[config.mk]
export PLATFORM = sky130hd
export DESIGN_NAME = tpcm_axis
export DESIGN_NICKNAME = d
export VERILOG_FILES = /design/src/hdl/tpcm_pkg.sv /design/src/hdl/tpcm_axis.sv
export SDC_FILE = /design/constraint.sdc
export NUM_CORES = 2
export LEC_CHECK = 0
export BUFFER_PORTS_ARGS = -buffer_cell sky130_fd_sc_hd__buf_2
export CORE_ASPECT_RATIO = 0.8
export CORE_MARGIN = 8
export CORE_UTILIZATION = 45
export CTS_CLUSTER_SIZE = 30
export DETAILED_ROUTE_END_ITERATION = 10
export GPL_TIMING_DRIVEN = 0
export SYNTH_ARGS = -nofsm -noshare
export SYNTH_HDL_FRONTEND = slang
export SYNTH_SLANG_ARGS = --single-unit
export TNS_END_PERCENT = 1
[constraint.sdc]
create_clock -name clock -period 14.7 [get_ports clock]
set_input_delay 2.205 -clock clock [delete_from_list [all_inputs] [get_ports clock]]
set_output_delay 2.205 -clock clock [all_outputs]
set_load 0.01 [all_outputs]
[src/hdl/tpcm_pkg.sv]
package tpcm_pkg;

   localparam int PHYS_WIDTH    = 800;
   localparam int PHYS_HEIGHT   = 480;
   localparam int TARGET_WIDTH  = 800;
   localparam int TARGET_HEIGHT = 480;

   localparam int RAW_W      = 12;
   localparam int SMAX_W     = 12;
   localparam int LEFT_W     = 11;
   localparam int RIGHT_W    = 11;
   localparam int TOP_W      = 10;
   localparam int BOTTOM_W   = 10;
   localparam int SHIFT_W    = 8;
   localparam int SX_W       = 10;
   localparam int SY_W       = 9;
   localparam int CSR_IDX_W  = 3;
   localparam int CSR_DATA_W = 12;

   localparam int LOW_W  = (LEFT_W > TOP_W) ? LEFT_W : TOP_W;
   localparam int HIGH_W = (RIGHT_W > BOTTOM_W) ? RIGHT_W : BOTTOM_W;

   // bits of PHYS-1 and TARGET-1
   localparam int PX_W = $clog2(PHYS_WIDTH);
   localparam int PY_W = $clog2(PHYS_HEIGHT);
   localparam int PB_W = (PX_W > PY_W) ? PX_W : PY_W;
   localparam int TX_W = $clog2(TARGET_WIDTH);
   localparam int TY_W = $clog2(TARGET_HEIGHT);
   localparam int TB_W = (TX_W > TY_W) ? TX_W : TY_W;
   localparam int FB_W = (SX_W > SY_W) ? SX_W : SY_W;
   localparam int OUT_W = (TB_W > FB_W) ? TB_W : FB_W;

   // datapath widths
   localparam int N1_W   = RAW_W + PB_W;
   localparam int D1_W   = SMAX_W;
   localparam int D2_W   = HIGH_W + 1;
   localparam int SPAN_W = D2_W + 1;
   localparam int DLT_W  = N1_W + 2;
   localparam int M2_W   = N1_W + 1;
   localparam int N2_W   = M2_W + PB_W;
   localparam int SUM_W  = N2_W + 2;

   localparam int LATENCY = N1_W + N2_W + 4;

   localparam int SCREEN_X_MAX =
      (TARGET_WIDTH - 1 < 2 ** SX_W) ? TARGET_WIDTH - 1 : 2 ** SX_W - 1;
   localparam int SCREEN_Y_MAX =
      (TARGET_HEIGHT - 1 < 2 ** SY_W) ? TARGET_HEIGHT - 1 : 2 ** SY_W - 1;

   localparam logic [SMAX_W-1:0]          RST_SENSOR_MAX_X = 12'd800;
   localparam logic [SMAX_W-1:0]          RST_SENSOR_MAX_Y = 12'd480;
   localparam logic signed [LEFT_W-1:0]   RST_LEFT_EDGE    = 11'sd0;
   localparam logic [RIGHT_W-1:0]         RST_RIGHT_EDGE   = 11'd799;
   localparam logic signed [TOP_W-1:0]    RST_TOP_EDGE     = 10'sd0;
   localparam logic [BOTTOM_W-1:0]        RST_BOTTOM_EDGE  = 10'd479;
   localparam logic signed [SHIFT_W-1:0]  RST_SHIFT        = 8'sd0;

   typedef enum logic [CSR_IDX_W-1:0] {
      CSR_SENSOR_MAX_X = 3'd0,
      CSR_SENSOR_MAX_Y = 3'd1,
      CSR_LEFT_EDGE    = 3'd2,
      CSR_RIGHT_EDGE   = 3'd3,
      CSR_TOP_EDGE     = 3'd4,
      CSR_BOTTOM_EDGE  = 3'd5,
      CSR_SHIFT_X      = 3'd6,
      CSR_SHIFT_Y      = 3'd7
   } csr_index_type;

   typedef struct packed {
      logic [SMAX_W-1:0]         smax;
      logic signed [LOW_W-1:0]   low;
      logic [HIGH_W-1:0]         high;
      logic signed [SHIFT_W-1:0] shift;
   } axis_cfg_type;

endpackage

[src/hdl/tpcm_axis.sv]
module tpcm_axis import tpcm_pkg::*; (
   input  logic             clock,
   input  logic             adv,
   input  logic [RAW_W-1:0] raw,
   input  axis_cfg_type     cfg,
   input  logic [PB_W-1:0]  phys_m1,
   input  logic [OUT_W-1:0] tgt_max,
   output logic [OUT_W-1:0] result
);

   logic                     skip1;
   logic                     skip2;
   logic [D1_W-1:0]          d1;
   logic [D2_W-1:0]          d2;
   logic signed [SPAN_W-1:0] span;

   logic [N1_W-1:0] n1_in;
   logic [D1_W-1:0] rem1_ff [N1_W+1];
   logic [N1_W-1:0] nq1_ff  [N1_W+1];
   logic [D1_W:0]   t1      [N1_W];
   logic [D1_W:0]   dif1    [N1_W];
   logic            ge1     [N1_W];
   logic [D1_W-1:0] rem1_in [N1_W];
   logic [N1_W-1:0] nq1_in  [N1_W];

   logic signed [DLT_W-1:0] dlt;
   logic [DLT_W-1:0]        abs_c;
   logic                    neg_in;
   logic [M2_W-1:0]         mag_in;
   logic                    neg_b_ff;
   logic [M2_W-1:0]         mag_b_ff;

   logic [N2_W-1:0] n2_in;
   logic [D2_W-1:0] rem2_ff [N2_W+1];
   logic [N2_W-1:0] nq2_ff  [N2_W+1];
   logic            neg2_ff [N2_W+1];
   logic [D2_W:0]   t2      [N2_W];
   logic [D2_W:0]   dif2    [N2_W];
   logic            ge2     [N2_W];
   logic [D2_W-1:0] rem2_in [N2_W];
   logic [N2_W-1:0] nq2_in  [N2_W];

   logic signed [SUM_W-1:0] sq;
   logic signed [SUM_W-1:0] sum;
   logic [OUT_W-1:0]        res_in;
   logic [OUT_W-1:0]        res_ff;

   // divisors follow the registers, which the user must hold still while points are in flight; not enforced here
   always_comb begin
      skip1 = (cfg.smax <= SMAX_W'(1)) ||
              ((cfg.smax - SMAX_W'(1)) == SMAX_W'(phys_m1));
      d1    = skip1 ? SMAX_W'(1) : cfg.smax - SMAX_W'(1);
      span  = SPAN_W'($signed({1'b0, cfg.high})) - SPAN_W'(cfg.low);
      skip2 = (span <= 0);
      d2    = skip2 ? D2_W'(1) : span[D2_W-1:0];
   end

   // stage 0: sensor rescale product
   always_comb begin
      n1_in = skip1 ? N1_W'(raw) : N1_W'(raw) * N1_W'(phys_m1);
   end

   // rescale quotient, one bit per stage
   always_comb begin
      for (int k = 0; k < N1_W; k++) begin
         t1[k]      = {rem1_ff[k], nq1_ff[k][N1_W-1]};
         dif1[k]    = t1[k] - {1'b0, d1};
         ge1[k]     = (t1[k] >= {1'b0, d1});
         rem1_in[k] = ge1[k] ? dif1[k][D1_W-1:0] : t1[k][D1_W-1:0];
         nq1_in[k]  = {nq1_ff[k][N1_W-2:0], ge1[k]};
      end
   end

   // edge offset and magnitude
   always_comb begin
      dlt    = $signed(DLT_W'(nq1_ff[N1_W])) - DLT_W'(cfg.low);
      abs_c  = dlt[DLT_W-1] ? DLT_W'(-dlt) : DLT_W'(dlt);
      neg_in = !skip2 && dlt[DLT_W-1];
      mag_in = skip2 ? M2_W'(nq1_ff[N1_W]) : abs_c[M2_W-1:0];
   end

   always_comb begin
      n2_in = skip2 ? N2_W'(mag_b_ff) : N2_W'(mag_b_ff) * N2_W'(phys_m1);
   end

   // edge calibration quotient, one bit per stage
   always_comb begin
      for (int k = 0; k < N2_W; k++) begin
         t2[k]      = {rem2_ff[k], nq2_ff[k][N2_W-1]};
         dif2[k]    = t2[k] - {1'b0, d2};
         ge2[k]     = (t2[k] >= {1'b0, d2});
         rem2_in[k] = ge2[k] ? dif2[k][D2_W-1:0] : t2[k][D2_W-1:0];
         nq2_in[k]  = {nq2_ff[k][N2_W-2:0], ge2[k]};
      end
   end

   // sign back on (truncation toward zero), shift, clamp
   always_comb begin
      sq  = neg2_ff[N2_W] ? -$signed(SUM_W'(nq2_ff[N2_W]))
                          :  $signed(SUM_W'(nq2_ff[N2_W]));
      sum = sq + SUM_W'(cfg.shift);
      priority if (sum[SUM_W-1]) begin
         res_in = '0;
      end else if (sum > $signed(SUM_W'(tgt_max))) begin
         res_in = tgt_max;
      end else begin
         res_in = sum[OUT_W-1:0];
      end
   end

   always_ff @(posedge clock) begin
      if (adv) begin
         rem1_ff[0] <= '0;
         nq1_ff[0]  <= n1_in;
         for (int k = 0; k < N1_W; k++) begin
            rem1_ff[k+1] <= rem1_in[k];
            nq1_ff[k+1]  <= nq1_in[k];
         end
         neg_b_ff   <= neg_in;
         mag_b_ff   <= mag_in;
         rem2_ff[0] <= '0;
         nq2_ff[0]  <= n2_in;
         neg2_ff[0] <= neg_b_ff;
         for (int k = 0; k < N2_W; k++) begin
            rem2_ff[k+1] <= rem2_in[k];
            nq2_ff[k+1]  <= nq2_in[k];
            neg2_ff[k+1] <= neg2_ff[k];
         end
         res_ff <= res_in;
      end
   end

   assign result = res_ff;

endmodule

==> reports/metrics.cfg <==
[run_status]
run_status = complete, no violations

[timing]
fin_setup_tns_ps = 0
fmax_ghz = 0.0947
fin_skew_ps = 102
hold_viol = 0
setup_viol = 0
setup_ws_ps = 4150
worst_pin_slew_ps = 1300
period_share_pct = 71.8
hold_ws_ps = 330
fin_crit_ps = 10550
relSlewSlack_pct = 12.6
drv_slew = 0
rsz0062_at_grt = no

[power]
comb_power_share_pct = 45.0
power_density_nw_per_um2 = 226
p_leak_nw = 50.9
ir_drop_v = 0.000220
finalPower_mw = 30.0
intPower_mw = 18.8
p_seq_share_pct = 34.5
p_sw_share_pct = 37.5
switchingPower_mw = 11.3
power_frac_clock_pct = 20.5

[synthesis]
synth_edf_count = 2332
ys_ff_latch = 2332
synth_top_area_share_pct = 58.7
synth_area_sq_um = 119000
ys_types = 78
yosys-top-cells-area = edfxtp_1, ha_1, fa_1
yosys.cell_count.top_type = edfxtp_1
syn_nets = 10600
synth_area_leader_cell = edfxtp_1
synthTopCellsByCount = edfxtp_1, nand2_1, ha_1, inv_1, o21ai_0
avgSynthCellArea_sq_um = 12.7
synth_warnings = 0
synthFlopType = edfxtp_1
seq_area_frac_synth_pct = 58.7
syn_inst = 9418
async_flop_share_pct = 0

[cts]
cts_root_buf = clkbuf_16
cts_tree = built
cts.repair.resized = 0
clock_latency_ps = 910
cts-htree-levels = 4
postCtsSetupBuffers = 0
clockBufferDepth = 4
numCtsBuffers = 237
clkSlewWorstSetupHoldPaths_ps = 60
cts_sinks = 2332
cts-hold-fix-buffers = 0

[worst_setup_path]
start_kind = input pin
r2r_slack_ps = 7500
worstPathMaxFanout = 32
critPathRequiredTime_ps = 15250
critical_path_arrival_ps = 11100
critical_path_class = in2reg
cp-end-kind = flip-flop

[floorplanning]
die_x_microns = 592
ios = 86
dieArea_sq_um = 282000
fp.dieH_microns = 477
start_util_pct = 45.1
coreArea_sq_um = 265000
std_cell_rows = 169

[global_route]
grt_pass1_wl_microns = 395000
use_met2_pct = 26.8
grt-busiest-layer = met2
met1_usage_pct = 25.3
grt_pass1_vias = 71900
grtUsageTotal_pct = 17.3
grt_overflow = 0
grt_use_met3_pct = 2.74
antenna_found_initial = 6
grt_max_degree = 184

[layout]
n_fill_cell = 22400
multi_input_area_sq_um = 45800
final_core_util_pct = 50.2
final_nets = 11000
drive_gt1_share_pct = 5.79
regArea_sq_um = 70000
area_growth_pct = 11.2

[route]
drt-total-wl_microns = 250000
wire_per_inst_microns = 18.6
firstDrtPassIters = 6
drc = 0
vias = 72900
drt-initial-drc-count = 5780
vias_per_cell = 5.42
ant_nets = 0

[flow_run]
max-cap-violations = 0

[place]
gp_congestion = 0.861
dpl_worst_slack_ps = 3270
dp_hpwl_microns = 173000
io_buffers = 73

[hold_path]
hold_path.class = reg2reg

## per-layer routing
metal  vias to the layer above  share of wire [%]
met5                         -              0.016
met4                         6                3.2
met3                       407                5.3
met2                      1788                 44
met1                     35600                 48
li1                      35100                  -
## critical path, cell delays in order
cell	delay [ps]
buf_2	160
inv_1	70
ha_1	340
fa_1	300
nor2b_1	70
o31a_1	270
o31ai_1	520
a21oi_1	220
nand2_1	160
o21ai_0	90
a21oi_1	250
xnor2_1	310
a21oi_1	930
clkbuf_1	960
nand2_4	740
ha_1	660
o21ai_0	160
a21boi_0	160
o21ai_0	260
a21boi_0	180
o21ai_0	270
a21boi_0	200
o31a_1	340
o21ai_0	590
clkbuf_1	460
o21ai_0	170
## logic make-up (layout without fill, tap and decap cells)
| logic type | Yosys count | in the layout | synth area share (%) |
|---|---|---|---|
| buf+inv | 961 | 1481 | 3.05 |
| mux | 173 | 173 | 1.53 |
| simple gates | 2509 | 2509 | 9.78 |
| flops | 2332 | 2332 | 58.7 |
| xor+xnor | 450 | 450 | 3.30 |
| compound gates | 1844 | 1844 | 9.76 |
| other cells | 0 | 5 | 0 |
| fa+ha+maj | 1149 | 1149 | 13.9 |
## final cells by class
type                            count  area share, %
Multi-Input combinational cell   6125           34.5
Buffer                            214          0.628
Tap cell                         3505           3.30
Clock buffer                      278           4.63
Antenna cell                        5        0.00942
Inverter                          747           2.11
Clock inverter                    145           1.33
Sequential cell                  2332           52.7
Timing Repair Buffer               97          0.744
## flip-flops by register name, indices dropped and copies added (netlist names)
register	cells
neg_b_ff	1
nq1_ff	506
neg2_ff	34
rem2_ff	384
nq2_ff	1122
mag_b_ff	23
result	10
rem1_ff	252
## cell usage in the layout, fill, tap and decap left out, types with 17 or more instances in the layout
cell / count
nor4_1: 47
o21a_1: 143
a21o_1: 86
nand2b_1: 85
edfxtp_1: 2332
a21boi_0: 123
clkbuf_16: 240
a211oi_1: 82
a31oi_1: 19
nand2_1: 916
and2_1: 162
mux2i_1: 101
o21bai_1: 71
nor3_1: 178
o31a_1: 43
buf_16: 17
clkinv_2: 20
o21ai_0: 613
xor2_1: 165
o41ai_1: 17
a21oi_1: 332
nand4_1: 175
nor2_1: 591
clkbuf_1: 234
bufinv_16: 38
nor2b_1: 164
clkinv_1: 50
xnor2_1: 285
nand3_1: 42
inv_1: 745
buf_2: 82
ha_1: 851
and3_1: 29
or3_1: 51
mux2_2: 72
fa_1: 298
a2111oi_0: 17
or2_2: 19
o31ai_1: 220
## final timing paths
check / from / to / cells after the start
hold / removal: nq1_ff[2][40] / nq1_ff[2][63] / 0
setup reg to reg: mag_b_ff[3] / nq2_ff[0][31] / 22
hold reg to reg: nq1_ff[2][40] / nq1_ff[2][63] / 0
setup / recovery: cfg[8] / rem2_ff[2][2] / 26
## through the flow
step | std cells | area (sq um)
after global routing | 13400 | 133000
after detailed placement | 13000 | 125000
after global placement | 13000 | 124000
final | 13400 | 133000
after CTS | 13400 | 133000
after floorplan | 9418 | 119000
## power by group through the flow
stage          clock [mW]  combinational [mW]  sequential (mW)
4_1_cts              6.36                13.4             10.4
3_5_place_dp            0                13.3             10.5
3_3_place_gp            0                13.0             11.0
6_report             6.15                13.5             10.4
2_1_floorplan           0                10.1             10.1
5_1_grt              6.61                15.2             10.5
Note: power is estimated with default switching activity, not from simulation.
